File: config.mk
export PLATFORM = sky130hd
export DESIGN_NAME = region_sepia_gray_filter_core
export DESIGN_NICKNAME = d
export VERILOG_FILES = /design/src/rsgf_pkg.sv /design/src/rsgf_csr.sv /design/src/rsgf_region.sv /design/src/rsgf_mac3.sv /design/src/region_sepia_gray_filter_core.sv
export SDC_FILE = /design/constraint.sdc
export NUM_CORES = 1
export LEC_CHECK = 0
export ABC_AREA = 1
export BUFFER_PORTS_ARGS = -buffer_cell sky130_fd_sc_hd__buf_4
export CAP_MARGIN = 20
export CORE_ASPECT_RATIO = 1.5
export CORE_MARGIN = 1.5
export CORE_UTILIZATION = 51
export DETAILED_ROUTE_END_ITERATION = 10
export GPL_TIMING_DRIVEN = 0
export PLACE_DENSITY = 0.77
export SLEW_MARGIN = 10
export SYNTH_ARGS = -nofsm -noshare
export SYNTH_HDL_FRONTEND = slang
export SYNTH_SLANG_ARGS = --single-unit
File: constraint.sdc
create_clock -name clock -period 14 [get_ports clock]
set_clock_uncertainty 0.05 [all_clocks]
set_input_delay 1.4 -clock clock [delete_from_list [all_inputs] [get_ports clock]]
set_output_delay 1.4 -clock clock [all_outputs]
set_load 0.01 [all_outputs]
File: src/rsgf_pkg.sv
// shared types, widths and fixed-point colour coefficients for the region sepia/gray filter
// no dependencies
`timescale 1ns / 1ps
`default_nettype none

package rsgf_pkg;

   localparam int MAX_DIM        = 4096;
   localparam int COEF_FRAC_BITS = 10;

   localparam int CHAN_W      = 8;
   localparam int COORD_W     = 12;
   localparam int COUNT_W     = 13;
   localparam int COEF_W      = COEF_FRAC_BITS;
   localparam int CSR_INDEX_W = 3;
   localparam int CSR_DATA_W  = COUNT_W;

   typedef enum logic [CSR_INDEX_W-1:0] {
      CSR_FILTER_MODE = 3'd0,
      CSR_REGION_LEFT = 3'd1,
      CSR_REGION_TOP  = 3'd2,
      CSR_REGION_COLS = 3'd3,
      CSR_REGION_ROWS = 3'd4
   } csr_index_type;

   localparam logic MODE_SEPIA = 1'b0;
   localparam logic MODE_GRAY  = 1'b1;

   typedef struct packed {
      logic               filter_mode;
      logic [COORD_W-1:0] region_left;
      logic [COORD_W-1:0] region_top;
      logic [COUNT_W-1:0] region_cols;
      logic [COUNT_W-1:0] region_rows;
   } cfg_type;

   // thousandths to fixed point, round to nearest with ties up
   function automatic int unsigned fx_coef(input int unsigned k);
      return ((k << COEF_FRAC_BITS) + 500) / 1000;
   endfunction

   localparam logic [COEF_W-1:0] SEPIA_RR = COEF_W'(fx_coef(393));
   localparam logic [COEF_W-1:0] SEPIA_RG = COEF_W'(fx_coef(769));
   localparam logic [COEF_W-1:0] SEPIA_RB = COEF_W'(fx_coef(189));
   localparam logic [COEF_W-1:0] SEPIA_GR = COEF_W'(fx_coef(349));
   localparam logic [COEF_W-1:0] SEPIA_GG = COEF_W'(fx_coef(686));
   localparam logic [COEF_W-1:0] SEPIA_GB = COEF_W'(fx_coef(168));
   localparam logic [COEF_W-1:0] SEPIA_BR = COEF_W'(fx_coef(272));
   localparam logic [COEF_W-1:0] SEPIA_BG = COEF_W'(fx_coef(534));
   localparam logic [COEF_W-1:0] SEPIA_BB = COEF_W'(fx_coef(131));
   localparam logic [COEF_W-1:0] LUMA_R   = COEF_W'(fx_coef(299));
   localparam logic [COEF_W-1:0] LUMA_G   = COEF_W'(fx_coef(587));
   localparam logic [COEF_W-1:0] LUMA_B   = COEF_W'(fx_coef(114));

endpackage

`default_nettype wire

File: src/rsgf_csr.sv
// configuration registers: filter mode and filtered rectangle
// depends on rsgf_pkg
`timescale 1ns / 1ps
`default_nettype none

module rsgf_csr
   import rsgf_pkg::*;
(
   input  wire logic                   clock,
   input  wire logic                   reset,
   input  wire logic                   csr_write_en,
   input  wire logic [CSR_INDEX_W-1:0] csr_index,
   input  wire logic [CSR_DATA_W-1:0]  csr_data,
   output cfg_type                     cfg
);

   cfg_type cfg_ff;
   cfg_type cfg_in;

   always_comb begin
      cfg_in = cfg_ff;
      if (csr_write_en) begin
         unique case (csr_index_type'(csr_index))
            CSR_FILTER_MODE: cfg_in.filter_mode = csr_data[0];
            CSR_REGION_LEFT: cfg_in.region_left = csr_data[COORD_W-1:0];
            CSR_REGION_TOP:  cfg_in.region_top  = csr_data[COORD_W-1:0];
            CSR_REGION_COLS: cfg_in.region_cols = csr_data[COUNT_W-1:0];
            CSR_REGION_ROWS: cfg_in.region_rows = csr_data[COUNT_W-1:0];
            default: cfg_in = cfg_ff;
         endcase
      end
   end

   always_ff @(posedge clock) begin
      if (reset) begin
         cfg_ff <= '0;
      end else begin
         cfg_ff <= cfg_in;
      end
   end

   assign cfg = cfg_ff;

endmodule

`default_nettype wire

File: src/rsgf_region.sv
// rectangle membership test for one pixel coordinate pair
// depends on rsgf_pkg
`timescale 1ns / 1ps
`default_nettype none

module rsgf_region
   import rsgf_pkg::*;
(
   input  wire cfg_type            cfg,
   input  wire logic [COORD_W-1:0] pixel_col,
   input  wire logic [COORD_W-1:0] pixel_row,
   output logic                    in_region
);

   localparam logic [COUNT_W-1:0] DIM_LIMIT = COUNT_W'(MAX_DIM);

   logic [COUNT_W-1:0] cols_lim;
   logic [COUNT_W-1:0] rows_lim;
   logic [COORD_W-1:0] col_off;
   logic [COORD_W-1:0] row_off;
   logic               col_ok;
   logic               row_ok;

   always_comb begin
      cols_lim  = (cfg.region_cols > DIM_LIMIT) ? DIM_LIMIT : cfg.region_cols;
      rows_lim  = (cfg.region_rows > DIM_LIMIT) ? DIM_LIMIT : cfg.region_rows;
      col_off   = pixel_col - cfg.region_left;
      row_off   = pixel_row - cfg.region_top;
      col_ok    = (pixel_col >= cfg.region_left) && ({1'b0, col_off} < cols_lim);
      row_ok    = (pixel_row >= cfg.region_top) && ({1'b0, row_off} < rows_lim);
      in_region = col_ok && row_ok;
   end

endmodule

`default_nettype wire

File: src/rsgf_mac3.sv
// one output channel: three coefficient products, sum, shift and saturate
// depends on rsgf_pkg
`timescale 1ns / 1ps
`default_nettype none

module rsgf_mac3
   import rsgf_pkg::*;
(
   input  wire logic [CHAN_W-1:0] red,
   input  wire logic [CHAN_W-1:0] green,
   input  wire logic [CHAN_W-1:0] blue,
   input  wire logic [COEF_W-1:0] coef_r,
   input  wire logic [COEF_W-1:0] coef_g,
   input  wire logic [COEF_W-1:0] coef_b,
   output logic      [CHAN_W-1:0] result
);

   localparam int SUM_W = CHAN_W + COEF_W + 2;
   localparam logic [SUM_W-1:0] CHAN_MAX = SUM_W'((1 << CHAN_W) - 1);

   logic [SUM_W-1:0] prod_r;
   logic [SUM_W-1:0] prod_g;
   logic [SUM_W-1:0] prod_b;
   logic [SUM_W-1:0] sum;
   logic [SUM_W-1:0] scaled;

   always_comb begin
      prod_r = SUM_W'(red)   * SUM_W'(coef_r);
      prod_g = SUM_W'(green) * SUM_W'(coef_g);
      prod_b = SUM_W'(blue)  * SUM_W'(coef_b);
      sum    = prod_r + prod_g + prod_b;
      scaled = sum >> COEF_FRAC_BITS;
      result = (scaled > CHAN_MAX) ? CHAN_MAX[CHAN_W-1:0] : scaled[CHAN_W-1:0];
   end

endmodule

`default_nettype wire

File: src/region_sepia_gray_filter_core.sv
// region sepia / grayscale filter top level, uses rsgf_pkg, rsgf_csr, rsgf_region, rsgf_mac3
// a request passes the input register and then the result register, which drives the rsp outputs
// throughput: one request per cycle, set by the input register feeding the result register, except
// that stalls on the result side back up through both registers with no bubble
// reset (synchronous): pipeline empties, all configuration registers clear to zero
`timescale 1ns / 1ps
`default_nettype none

module region_sepia_gray_filter_core
   import rsgf_pkg::*;
(
   input  wire logic                   clock,
   input  wire logic                   reset,
   input  wire logic                   req_valid,
   output logic                        req_stall,
   input  wire logic [CHAN_W-1:0]      req_in_red,
   input  wire logic [CHAN_W-1:0]      req_in_green,
   input  wire logic [CHAN_W-1:0]      req_in_blue,
   input  wire logic [COORD_W-1:0]     req_pixel_col,
   input  wire logic [COORD_W-1:0]     req_pixel_row,
   output logic                        rsp_valid,
   input  wire logic                   rsp_stall,
   output logic      [CHAN_W-1:0]      rsp_out_red,
   output logic      [CHAN_W-1:0]      rsp_out_green,
   output logic      [CHAN_W-1:0]      rsp_out_blue,
   input  wire logic                   csr_write_en,
   input  wire logic [CSR_INDEX_W-1:0] csr_index,
   input  wire logic [CSR_DATA_W-1:0]  csr_data
);

   cfg_type cfg;

   logic               s1_valid_ff;
   logic [CHAN_W-1:0]  s1_red_ff;
   logic [CHAN_W-1:0]  s1_green_ff;
   logic [CHAN_W-1:0]  s1_blue_ff;
   logic [COORD_W-1:0] s1_col_ff;
   logic [COORD_W-1:0] s1_row_ff;

   logic               rsp_valid_ff;
   logic               rsp_gray_ff;
   logic [CHAN_W-1:0]  rsp_red_ff;
   logic [CHAN_W-1:0]  rsp_green_ff;
   logic [CHAN_W-1:0]  rsp_blue_ff;

   logic               rsp_gray_in;
   logic [CHAN_W-1:0]  rsp_red_in;
   logic [CHAN_W-1:0]  rsp_green_in;
   logic [CHAN_W-1:0]  rsp_blue_in;

   logic               out_ready;
   logic               s1_ready;
   logic               in_region;
   logic [CHAN_W-1:0]  sepia_r;
   logic [CHAN_W-1:0]  sepia_g;
   logic [CHAN_W-1:0]  sepia_b;
   logic [CHAN_W-1:0]  luma;

   rsgf_csr u_csr (
      .clock        (clock),
      .reset        (reset),
      .csr_write_en (csr_write_en),
      .csr_index    (csr_index),
      .csr_data     (csr_data),
      .cfg          (cfg)
   );

   rsgf_region u_region (
      .cfg       (cfg),
      .pixel_col (s1_col_ff),
      .pixel_row (s1_row_ff),
      .in_region (in_region)
   );

   rsgf_mac3 u_sepia_r (
      .red (s1_red_ff), .green (s1_green_ff), .blue (s1_blue_ff),
      .coef_r (SEPIA_RR), .coef_g (SEPIA_RG), .coef_b (SEPIA_RB),
      .result (sepia_r)
   );

   rsgf_mac3 u_sepia_g (
      .red (s1_red_ff), .green (s1_green_ff), .blue (s1_blue_ff),
      .coef_r (SEPIA_GR), .coef_g (SEPIA_GG), .coef_b (SEPIA_GB),
      .result (sepia_g)
   );

   rsgf_mac3 u_sepia_b (
      .red (s1_red_ff), .green (s1_green_ff), .blue (s1_blue_ff),
      .coef_r (SEPIA_BR), .coef_g (SEPIA_BG), .coef_b (SEPIA_BB),
      .result (sepia_b)
   );

   rsgf_mac3 u_luma (
      .red (s1_red_ff), .green (s1_green_ff), .blue (s1_blue_ff),
      .coef_r (LUMA_R), .coef_g (LUMA_G), .coef_b (LUMA_B),
      .result (luma)
   );

   assign out_ready = !rsp_valid_ff || !rsp_stall;
   assign s1_ready  = !s1_valid_ff || out_ready;
   assign req_stall = !s1_ready;

   always_comb begin
      rsp_gray_in  = in_region && (cfg.filter_mode == MODE_GRAY);
      rsp_red_in   = s1_red_ff;
      rsp_green_in = s1_green_ff;
      rsp_blue_in  = s1_blue_ff;
      if (in_region) begin
         if (cfg.filter_mode == MODE_GRAY) begin
            rsp_red_in   = luma;
            rsp_green_in = luma;
            rsp_blue_in  = luma;
         end else begin
            rsp_red_in   = sepia_r;
            rsp_green_in = sepia_g;
            rsp_blue_in  = sepia_b;
         end
      end
   end

   // input register
   always_ff @(posedge clock) begin
      if (reset) begin
         s1_valid_ff <= 1'b0;
      end else if (s1_ready) begin
         s1_valid_ff <= req_valid;
      end
   end

   always_ff @(posedge clock) begin
      if (s1_ready && req_valid) begin
         s1_red_ff   <= req_in_red;
         s1_green_ff <= req_in_green;
         s1_blue_ff  <= req_in_blue;
         s1_col_ff   <= req_pixel_col;
         s1_row_ff   <= req_pixel_row;
      end
   end

   // result register
   always_ff @(posedge clock) begin
      if (reset) begin
         rsp_valid_ff <= 1'b0;
      end else if (out_ready) begin
         rsp_valid_ff <= s1_valid_ff;
      end
   end

   always_ff @(posedge clock) begin
      if (out_ready && s1_valid_ff) begin
         rsp_gray_ff  <= rsp_gray_in;
         rsp_red_ff   <= rsp_red_in;
         rsp_green_ff <= rsp_green_in;
         rsp_blue_ff  <= rsp_blue_in;
      end
   end

   assign rsp_valid     = rsp_valid_ff;
   assign rsp_out_red   = rsp_red_ff;
   assign rsp_out_green = rsp_green_ff;
   assign rsp_out_blue  = rsp_blue_ff;

`ifndef NO_ASSERTIONS
   a_req_enters_s1: assert property (@(posedge clock) disable iff (reset)
      (req_valid && !req_stall) |=> s1_valid_ff)
      else $error("accepted request did not reach the input register");

   a_s1_reaches_rsp: assert property (@(posedge clock) disable iff (reset)
      (s1_valid_ff && out_ready) |=> rsp_valid_ff)
      else $error("input register moved on but no result was offered");

   a_gray_equal: assert property (@(posedge clock) disable iff (reset)
      (rsp_valid_ff && rsp_gray_ff) |->
         (rsp_red_ff == rsp_green_ff) && (rsp_green_ff == rsp_blue_ff))
      else $error("grayscale result with unequal channels");
`endif

endmodule

`default_nettype wire
==> metrics.txt, run 1 <==
GPL Wtd Cong 0.961; vias 20800; clock slew at reported path FFs ~0.060 ns; DRC 0; CTS Hold Bufs 0; final-stage net count between 4000 and 5000; GR Overflow Total 0; max incr delay on CP 1.00 ns; Site Rows 97; Setup violations, final 0; TritonRoute pass-1 iters 5; core area 46700 um2; CTS Root Cell clkbuf_16; GRT Total Usage 0.266; Critical Path RT about 14 ns; largest net degree at the start of global routing 31; Fill cells between 4000 and 5000; drt wl/cell roughly 16 um; Max Slew Vio Count 0; cell count after synthesis 3167; Post-CTS Resized 0; TNS Setup 0 ns; CTS tree built; share of layout cells above drive strength 1 0.0504; CP arrival just under 9 ns; Peak Freq about 120 MHz; status finished, final reports clean; postcts setup bufs 0; Longest Clk Path Bufs 2; initial antenna violation count 0; first-pass GRT wire length just over 100000 um; sequential fraction of the synthesis area 0.133; Finished Cell Area between 20000 and 30000 um2; ant diodes 0; Clock Latency Late Sink 0.46 ns; Tmin final between 8 and 9 ns; multi-input logic area 18400 um2; net count after synthesis about 3900; IO Pins 95; Min-Delay Path Class reg -> reg; Hold WS between 0.4 and 0.5 ns; synth unique cells just over 50; H-Tree Depth 4; initial core utilization 0.517; placed cell area 25700 um2; Synth Warn # 0; kind of critical path reg -> reg; slowest CP cell edfxtp_1; Slew Limit Headroom 0.256; IO buf count just over 90; Die Y 269 um; maximum capacitance violations 0; P&R area growth vs syn 8.73%; DP Wirelength between 50000 and 60000 um; Max Fanout on Critical Path 12; die area just under 50000 um2; Worst Max-Slew Pin Slew ~1.1 ns; number of global-route vias before repair approximately 21000; Netlist Area Pre-Place roughly 24000 um2; most used cell, CP nand2_1; synth top area cells ha_1 (29%), fa_1 (13%), nand2_1 (11%); startpoint types register; FF+latch count, synth 125; Top FF cell, synth edfxtp_1; via/cell ratio ~5.3; drt total wl 63000 um; Final ANT Viol Nets 0; post-synth top area share 0.286; Tcrit/Tclk final 0.618; Final Hold Vio Count 0; Die Span X 181 um; Setup crit end kind register; Post-synth EDFFs a little over 70; CTS buffer count 17; First DRT Iteration DRCs a little over 1000; register area 3220 um2; FFs w/ async S/R, synth 0; cell taking the most area after synthesis ha_1; CTS sink count 125; average size of a mapped cell approximately 7.6 um2; RSZ-0062 raised after global routing false
final cells by class:
cell class	instances	area share
clock buffers	23	0.0190
multi-input cells	2366	0.700
well taps	594	0.0283
inverters	652	0.0932
repair buffers	95	0.0295
plain buffers	24	0.00410
flip-flops and latches	125	0.123
clock inverters	9	0.00310
per-stage QoR:
| stage | setup slack [ns] | std cells | util |
|---|---|---|---|
| after floorplan | 6.72 | 3167 | - |
| after global placement | 5.50 | 3853 | 0.547 |
| after detailed placement | 5.37 | 3856 | 0.549 |
| after CTS | 5.33 | 3888 | 0.562 |
| after global routing | 4.82 | 3888 | 0.562 |
| final | 5.35 | 3888 | 0.562 |
path summary, 6_finish.rpt:
path / from / to / slack [ns] / cells past startpoint
worst max-delay path: s1_red_ff[0] / rsp_out_red[5] / 5.35 / 36
worst min-delay path: u_csr.cfg[32] / u_csr.cfg[32] / 0.42 / 2
worst max register to register: s1_red_ff[0] / rsp_out_red[5] / 5.35 / 36
worst min register to register: u_csr.cfg[32] / u_csr.cfg[32] / 0.42 / 2
state kept, by name (all words and copies together) (netlist names):
signal         count
rsp_out_blue       8
s1_green_ff        8
s1_col_ff         12
u_csr.cfg         51
rsp_valid          1
s1_red_ff          8
s1_blue_ff         8
rsp_out_green      8
rsp_out_red        8
s1_row_ff         12
s1_valid_ff        1
placed cells by master, fill, tap and decap left out, types with 4 or more instances in the layout:
cell type    n
nand2_1    698
inv_1      641
ha_1       552
a21oi_1    239
nor2_1     163
fa_1       158
nand3_1    129
xor2_1      97
buf_4       92
edfxtp_1    72
xnor2_1     68
o21ai_0     60
dfxtp_1     53
a211oi_1    34
o21bai_1    24
clkbuf_1    21
nand4_1     19
nor3_1      18
clkbuf_16   18
a31oi_1     16
a21o_1      12
nand3b_1    12
o21a_1      10
inv_2       10
nor4_1       7
nand2_2      5
o31ai_1      4
or2_2        4
o2111ai_1    4
o21ai_1      4
metal layers:
layer / up-vias / share of wire / GRT usage
li1: 10500 / - / -
met1: 9591 / 0.38 / 0.277
met2: 500 / 0.51 / 0.498
met3: 197 / 0.034 / 0.0335
met4: 0 / 0.073 / 0.173
met5: - / 0 / 0
critical path, delay by kind of cell, from the launching register on:
family                     cells  cell delay [ns]
DFF                            1             1.00
xor gates and xnor gates       2             0.36
and+or+nand+nor               11             1.29
adders and majority gates     10             3.97
AOI/OAI and AO/OA              6             1.12
buffers and inverters          7             0.55
cell usage after synthesis (5+ instances only):
| cell type | number |
|---|---|
| a211oi_1 | 34 |
| a21o_1 | 12 |
| a21oi_1 | 240 |
| a31oi_1 | 16 |
| clkbuf_1 | 19 |
| dfxtp_1 | 53 |
| edfxtp_1 | 72 |
| fa_1 | 158 |
| ha_1 | 552 |
| inv_1 | 642 |
| inv_2 | 9 |
| nand2_1 | 698 |
| nand2_2 | 5 |
| nand3_1 | 129 |
| nand3b_1 | 12 |
| nand4_1 | 19 |
| nor2_1 | 163 |
| nor3_1 | 18 |
| nor4_1 | 7 |
| o21a_1 | 10 |
| o21ai_0 | 60 |
| o21bai_1 | 24 |
| xnor2_1 | 68 |
| xor2_1 | 97 |
cells by family (layout without fill, tap and decap cells):
kind of cell	Yosys count	after routing	share of synthesized area
compound gates	420	420	0.100
xor+xnor	165	165	0.0599
simple gates	1071	1071	0.184
buf+inv	676	803	0.106
flops	125	125	0.133
fa+ha+maj	710	710	0.417
Power of run 1 is left out: the tool's default activity adds up to more than one toggle a clock period on the data nets, which glitch-free logic cannot reach.
==> run 2, diff against run 1 <==
==> constraint.sdc (replaced) <==
create_clock -name clock -period 8.6 [get_ports clock]
set_clock_uncertainty 0.05 [all_clocks]
set_input_delay 0.86 -clock clock [delete_from_list [all_inputs] [get_ports clock]]
set_output_delay 0.86 -clock clock [all_outputs]
set_load 0.01 [all_outputs]
==> metrics.txt, run 2 (same netlist as run 1, synthesis figures left out) <==
Die Y between 200 and 300 um; CTS tree built; TNS Setup 0 ns; P&R area growth vs syn 9.81%; worst r2r src s1_red_ff[2]; Tmin final roughly 8.2 ns; CTS Root Cell clkbuf_16; Max Fanout on Critical Path 7; hold endpoint u_csr.cfg[32]; Hold Crit Start u_csr.cfg[32]; Clock Latency Late Sink ~0.45 ns; maximum capacitance violations 0; dpl ws -0.0255 ns; CP arrival 8.30 ns; Worst Max-Slew Pin Slew roughly 1.1 ns; GRT Total Usage 0.267; max incr delay on CP 0.54 ns; most used cell, CP ha_1; Max Slew Vio Count 0; Reg2Reg Depth 36; initial core utilization 0.517; IO Pins 95; most common cell after layout, fill and taps aside nand2_1; Setup violations, final 0; First DRT Iteration DRCs 1007; Worst Path Buf+Inv 6; die area 48700 um2; DP Wirelength ~54000 um; first-pass GRT wire length between 100000 and 150000 um; Top delay family on crit path adder cells; Placed Cells just under 4000; Tcrit/Tclk final 0.950; Slew Limit Headroom 0.257; most frequent cells in the layout nand2_1 (698), inv_1 (641), ha_1 (552); Setup crit end kind register; core area approximately 47000 um2; largest net degree at the start of global routing 31; Fill cells 4256; DRC 0; Site Rows 97; startpoint types register; CTS Hold Bufs 0; H-Tree Depth 4; status finished, final reports clean; share of layout cells above drive strength 1 0.0598; hold depth 2; CTS sink count between 100 and 150; Min-Delay Path Class reg -> reg; Critical Path RT 8.74 ns; GPL Wtd Cong around 0.96; Util after Layout 0.567; max reg flops 51; Peak Freq between 100 and 150 MHz; clock slew at reported path FFs 0.06 ns; r2r endpoint rsp_out_blue[5]; ant diodes 0; slowest CP cell fa_1; drt total wl roughly 64000 um; final-stage net count 4093; initial antenna violation count 0; CTS buffer count 17; vias ~21000; r2r setup slk ~0.43 ns; Die Span X approximately 180 um; Final Hold Vio Count 0; Longest Clk Path Bufs 2; via/cell ratio 5.33; number of global-route vias before repair roughly 21000; Final ANT Viol Nets 0; RSZ-0062 raised after global routing false; Layout Cells excl Fill around 4000; IO buf count slightly above 90; GR Overflow Total 0; kind of critical path reg -> reg; drt wl/cell ~16 um; setup ws final around 0.43 ns; TritonRoute pass-1 iters 5
## run 2: cell types whose count changed in the layout (fill, tap and decap cells not counted)
| cell | before | now |
|---|---|---|
| buf_12 | 0 | 1 |
| buf_4 | 92 | 124 |
## run 2: through the flow
stage | cell area, um2 | hold slack (ns)
floorplan | 24100 | 0.395
global placement | 25600 | 0.407
detailed placement | 25700 | 0.408
CTS | 26300 | 0.419
global route | 26500 | 0.443
finish | 26500 | 0.421
## run 2: metal layers
layer | up-vias | track usage | wire length (um)
li1 | 10500 | - | -
met1 | 9587 | 0.278 | 24100
met2 | 550 | 0.501 | 32400
met3 | 206 | 0.0325 | 2420
met4 | 0 | 0.176 | 4810
met5 | - | 0 | 0
## run 2: what timing repair did
item | CTS | global route
cloned | 0 | 0
endpoints found under the setup margin | 1 | 24
gates resized for setup | 0 | 0
setup buffers | 3 | 30
## run 2: area by class of cell
class / count / area (um2) / area share
plain buffers: 24 / 108 / 0.00406
clock buffers: 23 / 499 / 0.0188
clock inverters: 9 / 81.3 / 0.00307
inverters: 652 / 2450 / 0.0923
multi-input cells: 2366 / 18400 / 0.693
flip-flops and latches: 125 / 3220 / 0.122
well taps: 594 / 743 / 0.0280
repair buffers: 128 / 1030 / 0.0390
## run 2: worst min-delay path: cells and delay by family (launching register included)
| family | cells | cell delay [ns] |
|---|---|---|
| AO/OA/AOI/OAI | 1 | 0.06 |
| buffers and inverters | 1 | 0.06 |
| flip-flops | 1 | 0.30 |
## run 2: worst max path at each step
stage | start | end | slack [ns] | depth (start not counted)
after floorplan | s1_red_ff[2] | rsp_out_blue[6] | 1.32 | 36
after global placement | s1_red_ff[1] | rsp_out_red[5] | 0.1 | 36
after detailed placement | s1_red_ff[1] | rsp_out_red[5] | -0.03 | 36
after CTS | s1_red_ff[2] | rsp_out_blue[6] | 0.12 | 35
after global routing | s1_red_ff[2] | rsp_out_blue[0] | 0.03 | 36
final | s1_red_ff[2] | rsp_out_blue[5] | 0.43 | 36
Power of run 2 is left out for the same reason.
